--- config.mk ---
export PLATFORM = sky130hd
export DESIGN_NAME = scp_delay
export DESIGN_NICKNAME = d
export VERILOG_FILES = /design/src/rtl/core/scp_delay.sv
export SDC_FILE = /design/constraint.sdc
export NUM_CORES = 1
export LEC_CHECK = 0
export BUFFER_PORTS_ARGS = -buffer_cell sky130_fd_sc_hd__buf_4
export CAP_MARGIN = 20
export CORE_MARGIN = 1
export CORE_UTILIZATION = 46
export DETAILED_ROUTE_END_ITERATION = 10
export GPL_ROUTABILITY_DRIVEN = 1
export GPL_TIMING_DRIVEN = 0
export PLACE_DENSITY = 0.71
export SLEW_MARGIN = 10
export SYNTH_ARGS = -nofsm -noshare
export SYNTH_HDL_FRONTEND = slang
export SYNTH_SLANG_ARGS = --single-unit
--- constraint.sdc ---
create_clock -name clk -period 0.8 [get_ports clk]
set_input_delay 0.12 -clock clk [delete_from_list [all_inputs] [get_ports clk]]
set_output_delay 0.12 -clock clk [all_outputs]
set_load 0.01 [all_outputs]
--- src/rtl/core/scp_delay.sv ---
// Fixed delay line that lines up the Gaussian path with the mean path.
module scp_delay #(
    parameter int DEPTH = 4,
    parameter int WIDTH = 8
) (
    input  logic             clk,
    input  logic             rst_n,
    input  logic             in_valid,
    input  logic [WIDTH-1:0] data_in,
    output logic             out_valid,
    output logic [WIDTH-1:0] data_out
);

    logic [DEPTH-1:0] valid_reg;
    logic [WIDTH-1:0] data_reg [DEPTH];

    always_ff @(posedge clk or negedge rst_n)
    begin
        if (!rst_n)
        begin
            valid_reg <= '0;
        end
        else
        begin
            valid_reg <= {valid_reg[DEPTH-2:0], in_valid};
        end
    end

    always_ff @(posedge clk)
    begin
        data_reg[0] <= data_in;
        for (int i = 1; i < DEPTH; i++)
        begin
            data_reg[i] <= data_reg[i-1];
        end
    end

    assign out_valid = valid_reg[DEPTH-1];
    assign data_out  = data_reg[DEPTH-1];

endmodule

==> reports/qor.txt <==
status: finished with violations
failing checks: negative setup slack
number of clock sinks: 36
area occupied by multi-input gates: 0 um^2
Gate Count Post-Synth: 36
f_max: 1.07 GHz
worst vdd ir: 0.00164 V
clk_lat worst skew: 0.31 ns
final design utilization: 73.7%
RSZ-0062 raised after global routing: true
max_slew headroom: 93.5%
core area: 1510 um^2
met3 wire len: 73 um
Pleak: 0.498 nW
#MultiIn Comb: 0
Final ANT Viol Nets: 0
DR vias: 352
Die H: 42.1 um
DRT Pass-1 Iters: 1
Yosys top cell area share: 86.5%
routed wl met2: 371 um
Pins Over Slew Limit: 0
pwr/cell area: 2760 nW/um^2
final hold vios: 0
DR iter-0 viols: 0
DIE AREA: 1770 um^2
clk_skew: 0.00731 ns
I/O Buffers: 19
final worst slack: -0.135 ns
Required @ worst endpoint: 0.68 ns
die width: 42.1 um
CTS Buf Count: 5
clock-pin transition on the worst setup and hold timing paths: 0.10 ns
max reg flops: 32
CTS tree: built
total congestion overflow: 0
Worst R2R Setup Slack: 0.31 ns
Comb power frac: 4.5%
Post-Syn Area: 741 um^2
Least-Margin Pin Slew: 0.0978 ns
share of cells above drive strength 1: 44.4%
vias in the first global route: 299
Synth area leaders: dfxtp_1, dfrtp_1
crit-path max FO: 1
Worst EP arrival: 0.82 ns
Post-layout nets: 83
Root Buffer Master: clkbuf_4
Crit. Startpoint: valid_reg[3]
final setup fails: 9
routability cong.: 0.562
largest area contributor in the netlist: dfxtp_1
largest net degree at the start of global routing: 11
Sw Share: 18.5%
gr usage total: 10.3%
internal power: 0.00249 W
FP Rows: 14
Clock Tree Buf Depth: 2
syn_area_per_cell: 20.6 um^2
fin area: 1110 um^2
Cell Chain, Critical Path: buf_6
# Post-CTS Setup Buffers: 0
Clk network pwr share: 32.8%
worst flop-to-flop path startpoint: valid_reg[1]
register area: 748 um^2
top sig layer: met3
I/O pins: 20
DR WL/cell: 9.17 um
n_diodes: 0
Final Cycle Share: 117%
Tmin final: 0.935 ns
post-synthesis register bit count: 36
first-pass GRT wire length: 1.21 mm
Layout fillers: 91
H-tree depth: 2
worst setup path class: register to output port
Largest stage delay, worst path: 0.39 ns
syn_nets: 47
Via density: 4.00
DRC: 0
sequential share of power: 62.7%
Worst path slowest cell: dfrtp_1
Sw Pwr: 0.000565 W
Cell variety after synth: 2
crit start category: register
buffers and inverters on the worst path: 1
Area growth, synth to finish: 49.8%
Synthesis Warnings: 0
DRT met1 WL: 362 um
max-cap check violation count: 0
Hold Path Class: primary input to async pin
share of the yosys chip area belonging to registers: 100%
Post-DP Area: 903 um^2
delay-heaviest family, CP: flip-flops
CP endpoint kind: output port
Post-Route WL: 807 um
Initial Util: 49.2%
initial antenna violation count: 0
cells in the mapped netlist:
library cell and number:
dfxtp_1 32, dfrtp_1 4
stage by stage:
stage                     hold slack (ns)  cells  TNS, ns  power (W)  setup WS [ns]
after floorplan                    -0.176     36        0    0.00196          0.304
after global placement            -0.0849     71        0    0.00203          0.207
after detailed placement          -0.0831     71        0    0.00204          0.211
after CTS                           0.120     88   -0.731    0.00308         -0.137
after global routing                0.114     88    -1.08    0.00321         -0.179
final                               0.132     88   -0.657    0.00306         -0.135
power groups by stage:
stage | Combinational [W] | Clock (W) | Sequential, W
final | 0.000138 | 0.00100 | 0.00192
after detailed placement | 0.0000865 | 0 | 0.00195
after global placement | 0.0000847 | 0 | 0.00195
after floorplan | 0 | 0 | 0.00196
after CTS | 0.000138 | 0.00103 | 0.00191
after global routing | 0.000146 | 0.00113 | 0.00193
cells by family (layout without fill, tap and decap cells):
family	count (synthesis)	count (layout)	share of synthesized area, %
DFF	36	36	100
buffers and inverters	0	36	0
metal layers:
metal	GRT usage, %	vias to the layer above
met4	7.50	0
li1	-	183
met1	12.1	149
met2	12.5	20
met3	7.76	0
met5	0	-
final cells by class:
type	count	share of cell area, %
tap	16	1.80
sequential	36	67.4
clock buffer	7	5.86
timing repair buffer	29	24.9
cell usage in the layout, fill, tap and decap left out:
cell | netlist | final
dfxtp_2 | 0 | 6
buf_4 | 0 | 10
dlygate4sd3_1 | 0 | 10
clkbuf_4 | 0 | 5
clkbuf_8 | 0 | 2
buf_6 | 0 | 9
dfrtp_1 | 4 | 4
dfxtp_1 | 32 | 26
path summary, 6_finish.rpt:
check / cells past startpoint / to
max in group asynchronous: 2 / valid_reg[1]
worst min register to register: 0 / data_reg[3][7]
min in group clk: 0 / data_reg[3][7]
worst max register to register: 0 / valid_reg[2]
worst max-delay path: 1 / out_valid
worst min-delay path: 2 / valid_reg[2]
timing repair:
| item | CTS | global route |
|---|---|---|
| hold buffers | 10 | 0 |
| endpoints found under the setup margin | 9 | 9 |
| pin swaps | 0 | 0 |
| gates resized for setup | 9 | 6 |
| endpoints found under the hold margin | 13 | 0 |
Note: power is estimated with default switching activity, not from simulation.
