--- src/rtl/core/scp_div.sv ---
// Pipelined restoring divider, one quotient bit per stage.
module scp_div #(
    parameter int NW = 8,
    parameter int DW = 8,
    parameter int SW = 1
) (
    input  logic          clk,
    input  logic          rst_n,
    input  logic          in_valid,
    input  logic [NW-1:0] num,
    input  logic [DW-1:0] den,
    input  logic [SW-1:0] side_in,
    output logic          out_valid,
    output logic [NW-1:0] quo,
    output logic [SW-1:0] side_out
);

    localparam int RW = DW + 1;
    localparam int AW = RW + NW;

    logic          valid_reg [NW];
    logic [AW-1:0] acc_reg   [NW];
    logic [DW-1:0] den_reg   [NW];
    logic [SW-1:0] side_reg  [NW];

    for (genvar s = 0; s < NW; s++)
    begin : g_step
        logic          valid_next;
        logic [AW-1:0] acc_in, acc_sh, acc_next;
        logic [DW-1:0] den_next;
        logic [SW-1:0] side_next;
        logic [RW-1:0] top;

        if (s == 0)
        begin : g_head
            assign valid_next = in_valid;
            assign acc_in     = {{RW{1'b0}}, num};
            assign den_next   = den;
            assign side_next  = side_in;
        end
        else
        begin : g_body
            assign valid_next = valid_reg[s-1];
            assign acc_in     = acc_reg[s-1];
            assign den_next   = den_reg[s-1];
            assign side_next  = side_reg[s-1];
        end

        assign acc_sh = {acc_in[AW-2:0], 1'b0};
        assign top    = acc_sh[AW-1:NW];

        always_comb
        begin
            if (top >= {1'b0, den_next})
            begin
                acc_next = {top - {1'b0, den_next}, acc_sh[NW-1:1], 1'b1};
            end
            else
            begin
                acc_next = acc_sh;
            end
        end

        always_ff @(posedge clk or negedge rst_n)
        begin
            if (!rst_n)
            begin
                valid_reg[s] <= 1'b0;
            end
            else
            begin
                valid_reg[s] <= valid_next;
            end
        end

        always_ff @(posedge clk)
        begin
            acc_reg[s]  <= acc_next;
            den_reg[s]  <= den_next;
            side_reg[s] <= side_next;
        end
    end

    assign out_valid = valid_reg[NW-1];
    assign quo       = acc_reg[NW-1][NW-1:0];
    assign side_out  = side_reg[NW-1];

endmodule

--- config.mk ---
export PLATFORM = sky130hd
export DESIGN_NAME = scp_div
export DESIGN_NICKNAME = d
export VERILOG_FILES = /design/src/rtl/core/scp_div.sv
export SDC_FILE = /design/constraint.sdc
export NUM_CORES = 1
export LEC_CHECK = 0
export ABC_CLOCK_PERIOD_IN_PS = 2400
export BUFFER_PORTS_ARGS = -buffer_cell sky130_fd_sc_hd__buf_2
export CAP_MARGIN = 10
export CORE_MARGIN = 2
export CORE_UTILIZATION = 45
export CTS_CLUSTER_SIZE = 8
export DETAILED_ROUTE_END_ITERATION = 8
export PLACE_DENSITY = 0.7
export SLEW_MARGIN = 40
export SYNTH_ARGS = -nofsm -noshare
export SYNTH_HDL_FRONTEND = slang
export SYNTH_SLANG_ARGS = --single-unit
--- constraint.sdc ---
create_clock -name clk -period 2.4 [get_ports clk]
set_input_delay 0.36 -clock clk [delete_from_list [all_inputs] [get_ports clk]]
set_output_delay 0.36 -clock clk [all_outputs]
set_load 0.02 [all_outputs]
==> results by group <==
Cells and area
  • Multi-input gate area: between 3000 and 4000 um^2
  • Final #Nets: roughly 760
  • Fillers: 1,403
  • Area Overhead vs Synth: 12.1%
  • Register area: just under 4000 um^2
  • Layout cells sized above 1: 0.187
  • Antenna cells: 0
  • Largest register FFs: 120

Route
  • Average via count per standard cell: between 4 and 5
  • Drt pass-1 iters: 4
  • DRC violation total after the first TritonRoute iteration: 137
  • WL per Instance: about 13 um
  • Drc violations: 0
  • Via count: around 4,500
  • Final wirelength: ~12,000 um
  • Post-route ant nets: 0

GRT
  • First-pass GRT wire length: approximately 20,000 um
  • Pin count of the biggest net entering global routing: 20
  • Global route overflow: 0
  • Initial antenna violation count: 0
  • Gr usage total: 0.139
  • Vias in the first global route: 4,591

Logic synthesis
  • Netlist cell types: 50
  • Sequential area share after synthesis: 0.520
  • Mapped Cells: about 630
  • Synth Warn #: 0
  • Post-synthesis register bit count: roughly 190
  • Synth async-reset ratio: 0.0417
  • Top_reg_cell synth: dfxtp_1
  • Synth Net Count: 718
  • Mean Syn Cell Area: 11.8 um^2
  • Post-synth EDFFs: 0
  • Synthesized area: ~7500 um^2

Placed design
  • Pre-CTS setup slack: 0.0909 ns
  • Post-DP HPWL: between 8000 and 9000 um
  • GP Congestion: ~0.9
  • Number of port buffers: 29

Clocking
  • Worst-Skew Late Latency: between 0.4 and 0.5 ns
  • Clock Sinks: between 150 and 200
  • Clock slew seen by the registers of the worst setup and hold paths: about 0.070 ns
  • TritonCTS clock tree: done
  • Clock buffer depth: 2
  • Clock root buffer: clkbuf_16
  • Num CTS Buffers: 17
  • H-tree depth: 4

Critical path
  • Buf/Inv on CP: 2
  • Critical Path Start: den_reg[2][5]
  • Launching point of the worst reg2reg path: den_reg[2][5]
  • Worst setup EP type: register
  • Worst-path fanout max: 7
  • Critical-path cell list: inv_1 > ha_1 > nand3_1 > nor3_1 > a2111oi_2 > o21a_1 > buf_4 > mux2i_1
  • CP Launch Type: register
  • Critical path's top delay family: compound AO/OA/AOI/OAI gates
  • Setup CP Type: register to register
  • Crit-path max cell delay: 0.43 ns
  • Worst EP required: roughly 2.8 ns
  • Slowest cell on the critical path: o21a_1
  • WP data arrival: 2.62 ns

Outcome
  • Status: completed

Timing
  • Clock Skews: 0.0112 ns
  • Unrepaired setup endpoints after global routing: false
  • Max Clk Rate: around 440 MHz
  • Fin. Hold Viols: 0
  • Count of pins over their slew limit: 0
  • Final Critical Period: 2.27 ns
  • Share of the clock period used by the worst path: 0.947
  • Slew at the pin closest to its max-slew limit: approximately 0.40 ns
  • Setup Viol. Count Final: 0
  • Slew headroom: 0.728
  • Final setup margin: between 0.1 and 0.15 ns
  • Setup TNS: 0 ns

Floorplanning
  • Core Region: roughly 16,000 um^2
  • Initial Util: 0.455
  • Row count: 47
  • Total die area: approximately 18,000 um^2
  • Io pins: 30
  • Horiz. Die Dim: 133 um
  • Die H: between 100 and 150 um

Pwr
  • Peak supply drop: around 0.0008 V
  • Lkg Pwr: 4.13 nW
  • Power per cell area: 1030 nW/um^2

Flow run
  • Max-cap violations: 0

Worst hold path
  • HP Start: num[0]
  • Hold Crit Class: input pin to register
==> layout make-up <==
class | count | share of cell area
well taps | 220 | 0.0329
repair buffers | 36 | 0.0239
clock inverters | 15 | 0.0175
flip-flops and latches | 192 | 0.464
multi-input cells | 346 | 0.376
clock buffers | 17 | 0.0508
inverters | 78 | 0.0350
==> layer usage <==
layer,vias to the layer above,share of wire,GRT usage,wire length (um)
li1,2262,-,-,-
met1,2123,0.39,0.132,4600
met2,68,0.55,0.267,6440
met3,30,0.031,0.0441,362
met4,0,0.025,0.0669,294
met5,-,0,0,0
==> cells in the mapped netlist (5+ instances only) <==
cell	n	area share
a2111oi_2	5	0.010
fa_1	6	0.016
nand2b_1	13	0.011
nor2_1	26	0.013
nor3_1	22	0.015
buf_6	6	0.0090
o21a_1	12	0.012
o311a_1	5	0.0067
ha_1	58	0.097
a211oi_2	6	0.010
nand3_1	12	0.0080
inv_1	78	0.039
a211oi_1	6	0.0060
mux2i_1	13	0.017
nor2b_1	7	0.0059
xnor2_1	18	0.021
a21o_1	20	0.020
dfxtp_1	184	0.49
o31a_1	6	0.0070
and3_1	6	0.0050
mux2_4	36	0.072
a211o_1	10	0.012
o21ai_0	8	0.0054
dfrtp_1	8	0.027
nand2_1	7	0.0035
buf_4	8	0.0080
a21oi_1	15	0.010
==> placed cells by master (no fill, tap or decap), types with 7 or more instances in the layout <==
cell type / count
buf_2: 29
a211o_1: 10
nand2_1: 7
nor2b_1: 7
a21oi_1: 15
a21o_1: 20
dfrtp_1: 8
nand2b_1: 13
inv_1: 78
mux2i_1: 13
o21a_1: 7
nand3_1: 12
dfxtp_1: 184
ha_1: 58
mux2_4: 36
clkbuf_16: 17
o21ai_0: 8
nor2_1: 26
xnor2_1: 18
nor3_1: 22
==> repair_timing <==
| item | 4_1_cts | 5_1_grt |
|---|---|---|
| hold buffers | 1 | 0 |
| endpoints found under the setup margin | 0 | 20 |
| endpoints found under the hold margin | 8 | 0 |
| resized for setup | 0 | 5 |
| setup buffers | 0 | 0 |
==> path summary, 6_finish.rpt <==
path	slack, ns	end	cells after the start
max	0.13	acc_reg[0][60]	8
max in group asynchronous	1.94	g_step[2].valid_next	2
max reg2reg	0.13	acc_reg[0][60]	8
min in group asynchronous	0.30	out_valid	2
min reg2reg	0.32	acc_reg[1][36]	0
min	0.04	acc_reg[0][1]	1
==> cell families after synthesis <==
family          synth area share
compound gates             0.120
xor+xnor                  0.0211
simple gates              0.0766
fa+ha+maj                  0.113
flops                      0.520
mux                       0.0898
buf+inv                   0.0590
==> per-stage QoR <==
step	hold slack, ns	util	total power [mW]	instance area, um^2	cells
5_1_grt	0.00308	0.510	9.09	8380	904
4_1_cts	0.0113	0.510	8.68	8370	904
6_report	0.0370	0.510	8.62	8380	904
2_1_floorplan	0.0644	-	5.67	7470	634
3_5_place_dp	0.204	0.475	6.02	7790	871
3_3_place_gp	0.200	0.475	5.89	7790	871
==> worst register-to-register path, delay by kind of cell, from the launching register on <==
kind	cells	cell delay, ns
multiplexers	1	0.17
AO/OA/AOI/OAI	2	0.76
buffers and inverters	2	0.27
flip-flops	1	0.34
AND/OR/NAND/NOR	2	0.27
adder cells (fa/ha/maj)	1	0.39
==> report_power, final <==
| group | switching, mW | internal (mW) |
|---|---|---|
| Clock | 1.27 | 1.38 |
| Combinational | 1.06 | 1.16 |
| Sequential | 0.170 | 3.59 |
| Total | 2.50 | 6.12 |
(Power assumes the default switching activity.)
