## src/rtl/core/scp_sqrt.sv

```systemverilog
// Pipelined integer square root, one root bit per stage.
module scp_sqrt #(
    parameter int XW = 64,
    parameter int SW = 1
) (
    input  logic            clk,
    input  logic            rst_n,
    input  logic            in_valid,
    input  logic [XW-1:0]   x,
    input  logic [SW-1:0]   side_in,
    output logic            out_valid,
    output logic [XW/2-1:0] root,
    output logic [SW-1:0]   side_out
);

    localparam int RW = XW / 2;
    localparam int EW = RW + 3;

    logic          valid_reg [RW];
    logic [EW-1:0] rem_reg   [RW];
    logic [RW-1:0] root_reg  [RW];
    logic [XW-1:0] x_reg     [RW];
    logic [SW-1:0] side_reg  [RW];

    for (genvar s = 0; s < RW; s++)
    begin : g_step
        logic          valid_next;
        logic [EW-1:0] rem_in, rem_sh, trial, rem_next;
        logic [RW-1:0] root_in, root_next;
        logic [XW-1:0] x_in, x_next;
        logic [SW-1:0] side_next;

        if (s == 0)
        begin : g_head
            assign valid_next = in_valid;
            assign rem_in     = '0;
            assign root_in    = '0;
            assign x_in       = x;
            assign side_next  = side_in;
        end
        else
        begin : g_body
            assign valid_next = valid_reg[s-1];
            assign rem_in     = rem_reg[s-1];
            assign root_in    = root_reg[s-1];
            assign x_in       = x_reg[s-1];
            assign side_next  = side_reg[s-1];
        end

        assign rem_sh = {rem_in[EW-3:0], x_in[XW-1:XW-2]};
        assign trial  = {1'b0, root_in, 2'b01};
        assign x_next = {x_in[XW-3:0], 2'b00};

        always_comb
        begin
            if (rem_sh >= trial)
            begin
                rem_next  = rem_sh - trial;
                root_next = {root_in[RW-2:0], 1'b1};
            end
            else
            begin
                rem_next  = rem_sh;
                root_next = {root_in[RW-2:0], 1'b0};
            end
        end

        always_ff @(posedge clk or negedge rst_n)
        begin
            if (!rst_n)
            begin
                valid_reg[s] <= 1'b0;
            end
            else
            begin
                valid_reg[s] <= valid_next;
            end
        end

        always_ff @(posedge clk)
        begin
            rem_reg[s]  <= rem_next;
            root_reg[s] <= root_next;
            x_reg[s]    <= x_next;
            side_reg[s] <= side_next;
        end
    end

    assign out_valid = valid_reg[RW-1];
    assign root      = root_reg[RW-1];
    assign side_out  = side_reg[RW-1];

endmodule

```

## config.mk

```make
export PLATFORM = sky130hd
export DESIGN_NAME = scp_sqrt
export DESIGN_NICKNAME = d
export VERILOG_FILES = /design/src/rtl/core/scp_sqrt.sv
export SDC_FILE = /design/constraint.sdc
export NUM_CORES = 2
export LEC_CHECK = 0
export ABC_AREA = 0
export BUFFER_PORTS_ARGS = -buffer_cell sky130_fd_sc_hd__buf_2
export CORE_MARGIN = 10
export CORE_UTILIZATION = 56
export CTS_CLUSTER_DIAMETER = 50
export CTS_CLUSTER_SIZE = 24
export DETAILED_ROUTE_END_ITERATION = 7
export HOLD_SLACK_MARGIN = 0.1
export PLACE_DENSITY = 0.81
export SETUP_SLACK_MARGIN = 0.5
export SYNTH_ARGS = -nofsm -noshare
export SYNTH_HDL_FRONTEND = slang
export SYNTH_MEMORY_MAX_BITS = 65536
export SYNTH_SLANG_ARGS = --single-unit
```

## constraint.sdc

```tcl
create_clock -name clk -period 3.28 [get_ports clk]
set_input_delay 0.164 -clock clk [delete_from_list [all_inputs] [get_ports clk]]
set_output_delay 0.164 -clock clk [all_outputs]
set_load 0.02 [all_outputs]
```

==> key figures <==
Floorplan
  – Initial Util: 56.5%
  – Die height: 429 um
  – Die W: 429 um
  – Die area: 0.184 mm2
  – Ports: 102
  – Core ar.: 0.166 mm2
  – Row Count: 149

Logic synthesis
  – Dominant cell type by area after synthesis: dfxtp_1
  – Warnings, synthesis: 0
  – Synth top area cells: dfxtp_1 54%, ha_1 7.5%, xnor2_1 3.9%
  – Post-Syn Nets: 9775
  – Ys flop type: dfxtp_1
  – Yosys cell types: 96
  – Share of async-settable or async-resettable flops after synthesis: 1.25%
  – Synthesized area: 0.0935 mm2
  – Mapped Cells: 9146
  – EDFF count, synth: 0
  – Synth Area per Inst: 10.2 um2
  – Yosys top cell area share: 54.1%
  – Sequential share of the synthesized area: 54.9%
  – Synth Register Bits: 2558

Critical path
  – Crit path capture type: register
  – Critical path class: register to register
  – Reg2reg path depth: 14
  – CP arrival: 3.79 ns
  – Setup crit start: root_reg[1][417]
  – Worst r2r src: root_reg[1][417]
  – Crit path max fanout: 7
  – Critical Path Source Type: register
  – Worst r2r dst: rem_reg[1][501]
  – End of the critical path: rem_reg[1][501]
  – Required time of the critical path: 4.03 ns
  – R2R setup slack: 0.25 ns

CTS
  – TritonCTS clock tree: yes
  – H-tree depth: 4
  – Inserted Clock Buffers: 180
  – Clock transition at path regs: 0.09 ns
  – Clock root buffer master: clkbuf_16
  – Worst-Skew Late Latency: 0.85 ns
  – Clock sinks: 2558
  – Clock Path Buffers: 3

STA
  – RSZ-0062 raised after global routing: yes
  – Skew final: 0.0450 ns
  – Slew Limit Fails: 0
  – Final hold vios: 0
  – Relative slew slack: 36.9%
  – Highest clock rate: 330 MHz
  – Worst-Margin Slew: 0.922 ns
  – # setup viols final: 0
  – Period utilization: 92.5%
  – Post-route setup TNS: 0 ns
  – Fin crit period: 3.03 ns

Power
  – Peak supply drop: 0.673 mV
  – Comb pwr share: 20.3%
  – P_sw: 25.3 mW
  – Int Pwr: 55.4 mW
  – Total power: 80.8 mW
  – Sw frac: 31.3%
  – PD cells: 721 mW/mm2
  – Clk pwr share: 29.5%
  – Flop pwr share: 50.2%
  – Leak: 51.3 nW

Global routing
  – Vias in the first global route: 66400
  – Global-route wire length before repair: 343000 um
  – Grt ovf: 0
  – Initial antenna violation count: 3
  – Largest net degree at the start of global routing: 51
  – Total GRT Usage: 22.5%

Routing
  – Residual DRC count: 0
  – Vias post-DR: 66900
  – Wire per inst: 18.4 um
  – DRT antenna net count: 0
  – First-iteration detailed-routing DRC count: 4853
  – First-pass iteration count of the detailed router: 6
  – Post-Route WL: 222000 um
  – DR vias/cell: 5.54

Run status
  – Status: complete, no violations

Final layout
  – Layout cells sized above 1: 17.4%
  – Design Area, Final: 0.112 mm2
  – P&R area growth vs syn: 19.8%
  – Reg area: 0.0515 mm2
  – Max FFs per register: 992
  – Final nets: 10400
  – Filler cells: 12000
  – Area of the multi-input gates: 0.0431 mm2
  – Ant. Diodes: 0

Min path
  – Hold Crit Depth: 0
  – Worst min path class: register to register

Placement
  – Post-DP HPWL: 153000 um
  – Final GP Congestion: 0.924
  – IO buf count: 101
  – Post-DP Area: 0.0977 mm2

Flow run
  – Max Cap Violations: 0
-- through the flow --
step / std cells / hold WS [ns] / util (%) / setup WS [ns]
3_5_place_dp: 11400 / 0.229 / 59.0 / 0.0296
3_3_place_gp: 11400 / 0.210 / 59.0 / 0.0295
4_1_cts: 12000 / 0.252 / 65.7 / 0.251
5_1_grt: 12100 / 0.316 / 67.7 / 0.174
6_report: 12100 / 0.314 / 67.7 / 0.247
2_1_floorplan: 9146 / -0.132 / - / 0.160
-- power by group through the flow --
stage                     Combinational, mW  Sequential [mW]  Clock [mW]
final                                  16.4             40.6        23.8
after global routing                   17.9             41.1        25.4
after CTS                              15.0             40.3        24.3
after detailed placement               13.5             40.8           0
after global placement                 13.2             40.7           0
after floorplan                        10.8             39.1           0
-- cells in the final DEF, fill, tap and decap left out, types with 106 or more instances in the layout --
cell type	instances
buf_4	288
nor3_1	204
ha_1	422
o21a_1	106
dfxtp_1	2407
a21oi_1	443
clkbuf_16	189
inv_1	703
xor2_1	364
dlygate4sd3_1	135
o21ai_0	409
a21o_1	248
dfxtp_2	113
nor2_1	497
nand2_1	595
nand3_1	148
xnor2_1	417
-- Yosys cell counts (43+ instances only) --
cell type  number
clkbuf_1      163
o21bai_1       47
xnor2_1       420
and3_1         62
or3_1          89
xor2_1        365
a21o_1        248
or4_1          51
o31ai_1        63
nor3_1        245
nand3_1       160
nor4_1        109
nor2b_1        95
o21ai_0       479
nand4_1        97
nand2_1       607
nor2_1        543
a21oi_1       515
a31oi_1        43
dfxtp_1      2526
mux2_2        119
or2_2          47
inv_1         727
nand2b_1       96
a211oi_1       55
ha_1          561
o21a_1        110
-- worst max-delay path: stages, from the launching register on --
cell and delay, ns:
dfxtp_2 0.38, inv_2 0.05, ha_4 0.27, o211ai_1 0.13, a21o_1 0.24, a32o_2 0.30
or4_4 0.43, o211ai_1 0.11, buf_4 0.19, o221ai_4 0.13, nand2_4 0.18, buf_16 0.17
buf_16 0.16, nor2_4 0.03, a21oi_1 0.16
-- worst min-delay path by stage --
stage          slack [ns]                     to    startpoint
2_1_floorplan       -0.13  g_step[10].valid_next         rst_n
3_3_place_gp         0.21   g_step[1].valid_next         rst_n
5_1_grt              0.32   g_step[1].valid_next         rst_n
3_5_place_dp         0.23   g_step[2].valid_next         rst_n
6_report             0.31           x_reg[5][39]  x_reg[4][37]
4_1_cts              0.25   g_step[1].valid_next         rst_n
-- repair_timing --
item | CTS | global route
cloned | 21 | 7
hold endpoints to repair | 99 | 0
setup buffers | 99 | 109
hold buffers | 136 | 0
resized for setup | 466 | 509
pin swaps | 121 | 150
setup endpoints to repair | 695 | 847
-- logic make-up (layout without fill, tap and decap cells) --
logic type / Yosys count / count (layout) / synth area share [%]
adders and majority gates: 561 / 561 / 7.50
buffers and inverters: 910 / 1655 / 3.68
xor gates and xnor gates: 785 / 785 / 7.35
and+or+nand+nor: 2362 / 2363 / 12.6
AOI/OAI and AO/OA: 1835 / 1835 / 12.4
DFF: 2558 / 2558 / 54.9
other: 1 / 1 / 0.00401
muxes: 134 / 134 / 1.59
-- metal layers --
layer  share of wire (%)  vias to the layer above  GRT usage, %
li1                    -                    32600             -
met4                 4.3                        2          9.38
met1                  41                    31800          26.8
met2                  50                     1896          40.3
met5              0.0090                        -             0
met3                 4.7                      637          3.18
-- area by class of cell --
cell class	instances	share of cell area (%)
inverters	729	2.45
flip-flops and latches	2558	46.0
repair buffers	604	4.91
multi-input cells	5679	38.4
clock buffers	198	4.17
well taps	2189	2.44
clock inverters	124	1.59
(Power assumes the default switching activity.)
